### src/rtl/core/ndps_pkg.sv
package ndps_pkg;

    // Fixed-point format of activations, weights and results
    localparam int FRAC_BITS = 14;
    localparam int ONE_Q14   = 16384;

    // Softsign quotient magnitude is always below one, so 14 bits suffice
    localparam int QUOT_BITS = 14;
    localparam int Q_W       = QUOT_BITS + 1;

    localparam int GAIN_W    = 16;
    localparam int RESULT_W  = 16;
    localparam int SCALE_W   = Q_W + GAIN_W;

    localparam logic signed [GAIN_W-1:0] GAIN_RESET = 16'sd16384;

    // Configuration port geometry
    localparam int APB_ADDR_W = 3;
    localparam int APB_DATA_W = 32;

    // Entries in the queue between accumulator and activation unit
    localparam int QUEUE_DEPTH = 2;

    typedef enum logic [0:0] {
        REG_GAIN         = 1'b0,
        REG_OUTPUT_LAYER = 1'b1
    } reg_index_t;

    typedef enum logic [1:0] {
        BK_IDLE,
        BK_DIV,
        BK_SCALE,
        BK_DONE
    } back_state_t;

    typedef struct packed {
        logic signed [GAIN_W-1:0] gain;
        logic                     output_layer;
    } cfg_t;

endpackage

### src/rtl/core/ndps_if.sv
interface ndps_in_if #(
    parameter int DATA_WIDTH = 16
);
    logic                         valid;
    logic                         ready;
    logic signed [DATA_WIDTH-1:0] activation;
    logic signed [DATA_WIDTH-1:0] weight;
    logic                         last;

    modport source (output valid, output activation, output weight, output last,
                    input ready);
    modport sink   (input valid, input activation, input weight, input last,
                    output ready);
endinterface

interface ndps_out_if;
    logic                                    valid;
    logic                                    ready;
    logic signed [ndps_pkg::RESULT_W-1:0]    result;

    modport source (output valid, output result, input ready);
    modport sink   (input valid, input result, output ready);
endinterface

### src/rtl/core/ndps_front.sv
module ndps_front #(
    parameter int DATA_WIDTH = 16,
    parameter int ACC_WIDTH  = 40
) (
    input  logic                                     clk,
    input  logic                                     rst_n,
    input  logic                                     in_valid,
    output logic                                     in_ready,
    input  logic signed [DATA_WIDTH-1:0]             activation,
    input  logic signed [DATA_WIDTH-1:0]             weight,
    input  logic                                     last,
    output logic                                     push_valid,
    output logic [ACC_WIDTH-ndps_pkg::FRAC_BITS-1:0] push_data,
    input  logic                                     queue_full
);

    localparam int PROD_W = 2 * DATA_WIDTH;
    localparam int SUM_W  = ((ACC_WIDTH > PROD_W) ? ACC_WIDTH : PROD_W) + 1;
    localparam int HI_W   = SUM_W - ACC_WIDTH + 1;

    logic                        prod_valid_reg;
    logic                        prod_last_reg;
    logic signed [PROD_W-1:0]    prod_reg;
    logic signed [PROD_W-1:0]    prod_next;
    logic signed [ACC_WIDTH-1:0] acc_reg;
    logic signed [ACC_WIDTH-1:0] acc_next;
    logic signed [ACC_WIDTH-1:0] acc_sat;
    logic [SUM_W-1:0]            sum;
    logic [HI_W-1:0]             sum_hi;
    logic                        advance;

    // Stall only when a finished sum cannot enter the queue
    assign advance  = !(prod_valid_reg && prod_last_reg && queue_full);
    assign in_ready = advance;

    // Product stage
    assign prod_next = activation * weight;

    // Saturating accumulate
    always_comb
    begin
        sum = {{(SUM_W-ACC_WIDTH){acc_reg[ACC_WIDTH-1]}}, acc_reg}
            + {{(SUM_W-PROD_W){prod_reg[PROD_W-1]}}, prod_reg};
        sum_hi = sum[SUM_W-1:ACC_WIDTH-1];
        if ((&sum_hi) || !(|sum_hi))
        begin
            acc_sat = sum[ACC_WIDTH-1:0];
        end
        else if (sum[SUM_W-1])
        begin
            acc_sat = {1'b1, {(ACC_WIDTH-1){1'b0}}};
        end
        else
        begin
            acc_sat = {1'b0, {(ACC_WIDTH-1){1'b1}}};
        end
    end

    // Clear after the last term, else keep the running sum
    always_comb
    begin
        acc_next = acc_reg;
        if (advance && prod_valid_reg)
        begin
            acc_next = prod_last_reg ? '0 : acc_sat;
        end
    end

    assign push_valid = advance && prod_valid_reg && prod_last_reg;
    assign push_data  = acc_sat[ACC_WIDTH-1:ndps_pkg::FRAC_BITS];

    always_ff @(posedge clk or negedge rst_n)
    begin
        if (!rst_n)
        begin
            prod_valid_reg <= 1'b0;
            acc_reg        <= '0;
        end
        else
        begin
            acc_reg <= acc_next;
            if (advance)
            begin
                prod_valid_reg <= in_valid;
            end
        end
    end

    // Product payload
    always_ff @(posedge clk)
    begin
        if (advance)
        begin
            prod_reg      <= prod_next;
            prod_last_reg <= last;
        end
    end

endmodule

### src/rtl/core/ndps_fifo.sv
module ndps_fifo #(
    parameter int WIDTH = 26
) (
    input  logic             clk,
    input  logic             rst_n,
    input  logic             push,
    input  logic [WIDTH-1:0] push_data,
    output logic             full,
    input  logic             pop,
    output logic             not_empty,
    output logic [WIDTH-1:0] pop_data
);

    localparam int PTR_W = $clog2(ndps_pkg::QUEUE_DEPTH);
    localparam int CNT_W = $clog2(ndps_pkg::QUEUE_DEPTH + 1);

    logic [WIDTH-1:0] mem [ndps_pkg::QUEUE_DEPTH];
    logic [PTR_W-1:0] wr_ptr_reg;
    logic [PTR_W-1:0] rd_ptr_reg;
    logic [CNT_W-1:0] count_reg;
    logic [CNT_W-1:0] count_next;

    assign full      = (count_reg == CNT_W'(ndps_pkg::QUEUE_DEPTH));
    assign not_empty = (count_reg != '0);
    assign pop_data  = mem[rd_ptr_reg];

    always_comb
    begin
        count_next = count_reg;
        if (push && !pop)
        begin
            count_next = count_reg + CNT_W'(1);
        end
        else if (pop && !push)
        begin
            count_next = count_reg - CNT_W'(1);
        end
    end

    always_ff @(posedge clk or negedge rst_n)
    begin
        if (!rst_n)
        begin
            wr_ptr_reg <= '0;
            rd_ptr_reg <= '0;
            count_reg  <= '0;
        end
        else
        begin
            count_reg <= count_next;
            if (push)
            begin
                wr_ptr_reg <= wr_ptr_reg + PTR_W'(1);
            end
            if (pop)
            begin
                rd_ptr_reg <= rd_ptr_reg + PTR_W'(1);
            end
        end
    end

    // Store a request
    always_ff @(posedge clk)
    begin
        if (push)
        begin
            mem[wr_ptr_reg] <= push_data;
        end
    end

endmodule

### src/rtl/core/ndps_back.sv
module ndps_back #(
    parameter int S_W = 26
) (
    input  logic                                 clk,
    input  logic                                 rst_n,
    input  logic                                 pop_valid,
    output logic                                 pop_ready,
    input  logic [S_W-1:0]                       pop_data,
    input  ndps_pkg::cfg_t                       cfg,
    output logic                                 out_valid,
    input  logic                                 out_ready,
    output logic signed [ndps_pkg::RESULT_W-1:0] result
);

    localparam int STEP_W = $clog2(ndps_pkg::QUOT_BITS);
    localparam int QB     = ndps_pkg::QUOT_BITS;

    ndps_pkg::back_state_t state_reg;
    ndps_pkg::back_state_t state_next;

    logic                                 neg_reg;
    logic [S_W:0]                         den_reg;
    logic [S_W+1:0]                       rem_reg;
    logic [QB-1:0]                        quo_reg;
    logic [STEP_W-1:0]                    step_reg;
    logic signed [ndps_pkg::Q_W-1:0]      q_reg;
    logic signed [ndps_pkg::SCALE_W-1:0]  scale_reg;
    logic                                 out_valid_reg;
    logic signed [ndps_pkg::RESULT_W-1:0] result_reg;

    logic [S_W-1:0]                       mag;
    logic [S_W+1:0]                       rem_shift;
    logic                                 rem_ge;
    logic signed [ndps_pkg::Q_W-1:0]      q_signed;
    logic                                 take;
    logic                                 load_out;

    assign out_valid = out_valid_reg;
    assign result    = result_reg;

    // Magnitude of the incoming sum
    assign mag = pop_data[S_W-1] ? (~pop_data + S_W'(1)) : pop_data;

    // One restoring-division step
    assign rem_shift = {rem_reg[S_W:0], 1'b0};
    assign rem_ge    = (rem_shift >= {1'b0, den_reg});

    assign q_signed = neg_reg ? -$signed({1'b0, quo_reg}) : $signed({1'b0, quo_reg});

    // Next state
    always_comb
    begin
        state_next = state_reg;
        unique case (state_reg)
            ndps_pkg::BK_IDLE:
            begin
                if (pop_valid)
                begin
                    state_next = ndps_pkg::BK_DIV;
                end
            end
            ndps_pkg::BK_DIV:
            begin
                if (step_reg == '0)
                begin
                    state_next = ndps_pkg::BK_SCALE;
                end
            end
            ndps_pkg::BK_SCALE:
            begin
                state_next = ndps_pkg::BK_DONE;
            end
            ndps_pkg::BK_DONE:
            begin
                if (!out_valid_reg || out_ready)
                begin
                    state_next = ndps_pkg::BK_IDLE;
                end
            end
            default:
            begin
                state_next = ndps_pkg::BK_IDLE;
            end
        endcase
    end

    // Control outputs
    always_comb
    begin
        pop_ready = 1'b0;
        load_out  = 1'b0;
        unique case (state_reg)
            ndps_pkg::BK_IDLE:  pop_ready = 1'b1;
            ndps_pkg::BK_DIV:   ;
            ndps_pkg::BK_SCALE: ;
            ndps_pkg::BK_DONE:  load_out = !out_valid_reg || out_ready;
            default:            ;
        endcase
    end

    assign take = pop_ready && pop_valid;

    always_ff @(posedge clk or negedge rst_n)
    begin
        if (!rst_n)
        begin
            state_reg     <= ndps_pkg::BK_IDLE;
            out_valid_reg <= 1'b0;
        end
        else
        begin
            state_reg <= state_next;
            if (load_out)
            begin
                out_valid_reg <= 1'b1;
            end
            else if (out_ready)
            begin
                out_valid_reg <= 1'b0;
            end
        end
    end

    // Divider, scaling and output datapath
    always_ff @(posedge clk)
    begin
        if (take)
        begin
            neg_reg  <= pop_data[S_W-1];
            den_reg  <= {1'b0, mag} + (S_W+1)'(ndps_pkg::ONE_Q14);
            rem_reg  <= {2'b00, mag};
            quo_reg  <= '0;
            step_reg <= STEP_W'(QB - 1);
        end
        else if (state_reg == ndps_pkg::BK_DIV)
        begin
            rem_reg  <= rem_ge ? (rem_shift - {1'b0, den_reg}) : rem_shift;
            quo_reg  <= {quo_reg[QB-2:0], rem_ge};
            step_reg <= step_reg - STEP_W'(1);
        end
        if (state_reg == ndps_pkg::BK_SCALE)
        begin
            q_reg     <= q_signed;
            scale_reg <= q_signed * cfg.gain;
        end
        if (load_out)
        begin
            if (cfg.output_layer)
            begin
                result_reg <= ndps_pkg::RESULT_W'(q_reg);
            end
            else
            begin
                result_reg <= scale_reg[ndps_pkg::FRAC_BITS +: ndps_pkg::RESULT_W];
            end
        end
    end

endmodule

### src/rtl/core/neuron_dot_product_softsign_unit.sv
// Path: last product registered, sum queued, divided, scaled, result registered.
// Throughput: one term per cycle unless a finished sum meets a full queue; sums
// wait for the idle 14-step restoring divider (two sums may queue ahead).
// Reset: rst_n asynchronous, active low; clears the accumulator, queue and
// handshakes, and sets gain to 1.0 and output_layer to 0.
module neuron_dot_product_softsign_unit #(
    parameter int DATA_WIDTH = 16,
    parameter int ACC_WIDTH  = 40
) (
    input  logic                                clk,
    input  logic                                rst_n,
    ndps_in_if.sink                             din,
    ndps_out_if.source                          dout,
    input  logic                                psel,
    input  logic                                penable,
    input  logic                                pwrite,
    input  logic [ndps_pkg::APB_ADDR_W-1:0]     paddr,
    input  logic [ndps_pkg::APB_DATA_W-1:0]     pwdata,
    output logic [ndps_pkg::APB_DATA_W-1:0]     prdata,
    output logic                                pready
);

    localparam int S_W = ACC_WIDTH - ndps_pkg::FRAC_BITS;

    ndps_pkg::cfg_t         cfg_reg;
    ndps_pkg::reg_index_t   reg_index;
    logic                   cfg_write;

    logic                   push_valid;
    logic [S_W-1:0]         push_data;
    logic                   queue_full;
    logic                   queue_valid;
    logic [S_W-1:0]         queue_data;
    logic                   pop_ready;

    // Register decode
    assign pready    = 1'b1;
    assign cfg_write = psel && penable && pwrite;
    assign reg_index = ndps_pkg::reg_index_t'(paddr[2]);

    always_ff @(posedge clk or negedge rst_n)
    begin
        if (!rst_n)
        begin
            cfg_reg.gain         <= ndps_pkg::GAIN_RESET;
            cfg_reg.output_layer <= 1'b0;
        end
        else if (cfg_write)
        begin
            unique case (reg_index)
                ndps_pkg::REG_GAIN:         cfg_reg.gain <= pwdata[ndps_pkg::GAIN_W-1:0];
                ndps_pkg::REG_OUTPUT_LAYER: cfg_reg.output_layer <= pwdata[0];
                default:                    ;
            endcase
        end
    end

    // Read back
    always_comb
    begin
        unique case (reg_index)
            ndps_pkg::REG_GAIN:
                prdata = ndps_pkg::APB_DATA_W'(cfg_reg.gain);
            ndps_pkg::REG_OUTPUT_LAYER:
                prdata = ndps_pkg::APB_DATA_W'(cfg_reg.output_layer);
            default:
                prdata = '0;
        endcase
    end

    ndps_front #(
        .DATA_WIDTH (DATA_WIDTH),
        .ACC_WIDTH  (ACC_WIDTH)
    ) u_front (
        .clk        (clk),
        .rst_n      (rst_n),
        .in_valid   (din.valid),
        .in_ready   (din.ready),
        .activation (din.activation),
        .weight     (din.weight),
        .last       (din.last),
        .push_valid (push_valid),
        .push_data  (push_data),
        .queue_full (queue_full)
    );

    ndps_fifo #(
        .WIDTH (S_W)
    ) u_fifo (
        .clk       (clk),
        .rst_n     (rst_n),
        .push      (push_valid),
        .push_data (push_data),
        .full      (queue_full),
        .pop       (pop_ready && queue_valid),
        .not_empty (queue_valid),
        .pop_data  (queue_data)
    );

    ndps_back #(
        .S_W (S_W)
    ) u_back (
        .clk       (clk),
        .rst_n     (rst_n),
        .pop_valid (queue_valid),
        .pop_ready (pop_ready),
        .pop_data  (queue_data),
        .cfg       (cfg_reg),
        .out_valid (dout.valid),
        .out_ready (dout.ready),
        .result    (dout.result)
    );

endmodule

### src/flat_wrapper.sv
// flat-port wrapper written by rule: the top's interface ports become plain ports
module neuron_dot_product_softsign_unit_flat 
#(
    parameter int DATA_WIDTH = 16,
    parameter int ACC_WIDTH  = 40
)
  (clk, rst_n, psel, penable, pwrite, paddr, pwdata, prdata, pready, din_valid, din_activation, din_weight, din_last, din_ready, dout_valid, dout_result, dout_ready);
  ndps_in_if #(.DATA_WIDTH(DATA_WIDTH)) din_i ();
  ndps_out_if dout_i ();
  input  logic clk;
  input  logic rst_n;
  input  logic psel;
  input  logic penable;
  input  logic pwrite;
  input  logic [ndps_pkg::APB_ADDR_W-1:0] paddr;
  input  logic [ndps_pkg::APB_DATA_W-1:0] pwdata;
  output logic [ndps_pkg::APB_DATA_W-1:0] prdata;
  output logic pready;
  input wire logic [$bits(din_i.valid)-1:0] din_valid;
  input wire logic [$bits(din_i.activation)-1:0] din_activation;
  input wire logic [$bits(din_i.weight)-1:0] din_weight;
  input wire logic [$bits(din_i.last)-1:0] din_last;
  output wire logic [$bits(din_i.ready)-1:0] din_ready;
  output wire logic [$bits(dout_i.valid)-1:0] dout_valid;
  output wire logic [$bits(dout_i.result)-1:0] dout_result;
  input wire logic [$bits(dout_i.ready)-1:0] dout_ready;
  assign din_i.valid = din_valid;
  assign din_i.activation = din_activation;
  assign din_i.weight = din_weight;
  assign din_i.last = din_last;
  assign din_ready = din_i.ready;
  assign dout_valid = dout_i.valid;
  assign dout_result = dout_i.result;
  assign dout_i.ready = dout_ready;
  neuron_dot_product_softsign_unit #(.DATA_WIDTH(DATA_WIDTH), .ACC_WIDTH(ACC_WIDTH)) u_core (.clk(clk), .rst_n(rst_n), .din(din_i), .dout(dout_i), .psel(psel), .penable(penable), .pwrite(pwrite), .paddr(paddr), .pwdata(pwdata), .prdata(prdata), .pready(pready));
endmodule
### config.mk
export PLATFORM = sky130hd
export DESIGN_NAME = neuron_dot_product_softsign_unit_flat
export DESIGN_NICKNAME = d
export VERILOG_FILES = /design/src/rtl/core/ndps_pkg.sv /design/src/rtl/core/ndps_if.sv /design/src/rtl/core/ndps_front.sv /design/src/rtl/core/ndps_fifo.sv /design/src/rtl/core/ndps_back.sv /design/src/rtl/core/neuron_dot_product_softsign_unit.sv /design/src/flat_wrapper.sv
export SDC_FILE = /design/constraint.sdc
export NUM_CORES = 2
export LEC_CHECK = 0
export BUFFER_PORTS_ARGS = -buffer_cell sky130_fd_sc_hd__buf_2
export CORE_UTILIZATION = 65
export DETAILED_ROUTE_END_ITERATION = 6
export GPL_TIMING_DRIVEN = 1
export PLACE_DENSITY = 0.83
export SYNTH_ARGS = -nofsm -noshare
export SYNTH_HDL_FRONTEND = slang
export SYNTH_SLANG_ARGS = --single-unit
export TNS_END_PERCENT = 10
### constraint.sdc
create_clock -name clk -period 10.1 [get_ports clk]
set_input_delay 2.02 -clock clk [delete_from_list [all_inputs] [get_ports clk]]
set_output_delay 2.02 -clock clk [all_outputs]
set_load 0.02 [all_outputs]
==> impl_metrics.yaml <==
final_layout:
  final_core_util_pct: 69.7
  num-fill-cells: 3605
  stdcell_count: 4076
  nets: 4184
  drive_gt1_share_pct: 7.34
  regArea_sq_mm: 0.00759
  multiInputGateArea_sq_mm: 0.0227
  largest_register_ffs: 52
  final_cell_area_sq_mm: 0.0349
  antenna_cells: 0
  syn2layout_area_growth_pct: 5.86
flow_run:
  cap_violations: 0
clock_network:
  path_clk_slew_ps: 60
  cts_buffers: 29
  cts.repair.resized: 0
  htree_levels: 1
  clk_latency_ps: 580
  cts-root-buf: "clkbuf_16"
  cts_tree: "done"
  cts_setup_buffers: 0
  clock_path_buffers: 3
  hold_buffers: 0
  cts.sinks: 270
hold_path:
  hp-start: "u_core.u_front.acc_reg[24]"
  hold_class: "reg -> reg"
  whs_path_depth: 2
  hold_path_end: "u_core.u_front.acc_reg[24]"
logic_synthesis:
  synth_flop_cell: "edfxtp_1"
  avgSynthCellArea_sq_um: 9.79
  synth-edff-count: 186
  ys_ff_latch: 270
  async_flop_share_pct: 24.1
  ys_warn_count: 0
  ys_types: 84
  synth_area_sq_mm: 0.0329
  yosysSeqAreaShare_pct: 23.1
  syn_inst: 3366
  synth_nets: 4169
floorplanning:
  die-area_sq_mm: 0.0516
  start_util_pct: 65.8
  rows: 82
  die_height_um: 227
  dieWidth_um: 227
  ios: 126
  core_sq_mm: 0.0501
setup_path:
  cpPeakStageDelay_ps: 1020
  cp.arrival_ps: 8600
  worstPathMaxFanout: 16
  rr_startpoint: "u_core.u_back.quo_reg[0]"
  crit_required_ps: 10430
  start_kind: "primary input"
  reg2reg_slack_ps: 1990
  critical_path_class: "in -> reg"
  worst_path_most_repeated_cell: "fa_1"
  rr_endpoint: "u_core.u_back.scale_reg[28]"
  critPathSlowestCell: "fa_1"
  critPathCaptureType: "flop"
  r2r_cells: 27
  worstPathCellList: "buf_2 > nand2_1 > inv_1 > fa_1 > fa_1 > inv_1 > fa_1 > inv_1 > fa_1 > fa_1 > fa_1 > ha_1 > and3_1 > and3_1 > a221oi_1 > o21ai_0 > o311a_1 > o21a_1 > nor2_1 > xnor2_1"
global_routing:
  grt_antenna_before_repair: 1
  overflow: 0
  grt_max_degree: 66
  grt_first_pass_wirelength_mm: 119
  grt_usage_pct: 28.7
  grt_pass1_vias: 24800
place:
  routabilityCongestion: 0.890
  dp.cells: 4022
  io_buffers: 106
  hpwl_mm: 55.8
  placed_area_sq_mm: 0.0339
timing:
  clock_skew_ps: 12.6
  worst_pin_slew_ps: 1220
  rsz0062_at_grt: "no"
  relSlewSlack_pct: 18.4
  setup-tns-final_ps: 0
  finalHoldViolations: 0
  fin_crit_sh_pct: 81.9
  fin_crit_ps: 8270
  slew_violations: 0
  fmax_mhz: 121
  setup_viol: 0
drt:
  wire_per_inst_um: 17.6
  drc_errors: 0
  initialDrtViolationCount: 1801
  drt_wl_total_mm: 71.8
  first_pass_iters: 6
  antenna_left: 0
  via_per_inst: 5.77
  vias: 23500
status:
  status: "complete, no violations"
==> cell usage after synthesis, drive strengths merged (12+ instances only) <==
cell type | number | share of area (%)
inv | 562 | 6.4
o31ai | 13 | 0.30
nand2b | 40 | 0.76
edfxtp | 186 | 17
nor2 | 182 | 2.1
xor2 | 57 | 1.5
a211oi | 19 | 0.45
nand2 | 391 | 4.5
buf | 36 | 0.76
a31oi | 18 | 0.34
a21o | 53 | 1.2
fa | 493 | 30
mux2i | 40 | 1.3
clkbuf | 105 | 1.2
and3 | 22 | 0.42
nand4 | 17 | 0.32
dfrtp | 64 | 4.9
dfxtp | 19 | 1.2
o21ai | 117 | 1.8
or2 | 12 | 0.23
nor3 | 28 | 0.44
nor2b | 26 | 0.49
ha | 235 | 8.9
mux2 | 37 | 1.3
and2 | 188 | 3.6
a21oi | 133 | 2.0
o21a | 17 | 0.39
o21bai | 13 | 0.30
nand3 | 22 | 0.33
xnor2 | 112 | 3.0
==> per-stage QoR <==
stage	hold slack [ps]	setup slack [ps]
after floorplan	428	1890
after global placement	469	1290
after detailed placement	478	1210
after CTS	491	1840
after global routing	517	1380
final	483	1830
==> routing by layer <==
layer  track usage, %  share of wire (%)  up-vias
li1                 -                  -    10800
met1             37.2                 40    11700
met2             49.6                 50      889
met3             3.74                6.7      191
met4             9.92                3.1        2
met5                0              0.018        -
==> area by class of cell <==
type,instances,share of cell area [%]
clock buffer,37,2.25
sequential,270,21.8
clock inverter,17,0.570
inverter,563,6.06
tap,672,2.41
timing repair buffer,125,1.94
multi-input combinational,2392,65.0
==> critical path: cells and delay by family <==
| kind | cells | cell delay, ps |
|---|---|---|
| AOI/OAI and AO/OA | 4 | 1230 |
| xor gates and xnor gates | 1 | 70 |
| adders and majority gates | 7 | 3990 |
| buffers and inverters | 4 | 640 |
| and+or+nand+nor | 4 | 650 |
==> logic make-up (layout without fill, tap and decap cells) <==
kind of cell	count (synthesis)	count (layout)	share of synthesized area, %
other	2	2	0.0228
buffers and inverters	704	742	8.38
DFF	270	270	23.1
xor gates and xnor gates	169	169	4.49
and+or+nand+nor	956	956	13.8
adders and majority gates	728	728	38.9
AOI/OAI and AO/OA	460	460	8.88
muxes	77	77	2.52
==> worst max-delay path by stage <==
stage / from / to / slack [ps] / depth (start not counted)
CTS: din_weight[1] / u_core.u_front.prod_reg[30] / 1840 / 20
floorplan: din_activation[15] / u_core.u_front.prod_reg[30] / 1890 / 20
finish: din_weight[1] / u_core.u_front.prod_reg[30] / 1830 / 20
detailed placement: din_weight[1] / u_core.u_front.prod_reg[30] / 1210 / 20
global route: din_weight[1] / u_core.u_front.prod_reg[30] / 1380 / 20
global placement: din_weight[1] / u_core.u_front.prod_reg[30] / 1290 / 20
==> cell usage in the layout (no fill, tap or decap), types with 53 or more instances in the layout <==
cell      netlist  routed
a21o_1         53      53
buf_2           9     105
edfxtp_1      186     186
o21ai_0        86      86
fa_1          493     493
a21oi_1       133     133
ha_1          235     235
inv_1         562     561
dfrtp_1        64      63
nand2_1       390     390
and2_1        187     187
xor2_1         57      57
nor2_1        182     181
xnor2_1       112     107
Power is left out: the tool's default activity adds up to more than one toggle a clock period on the data nets, which glitch-free logic cannot reach.
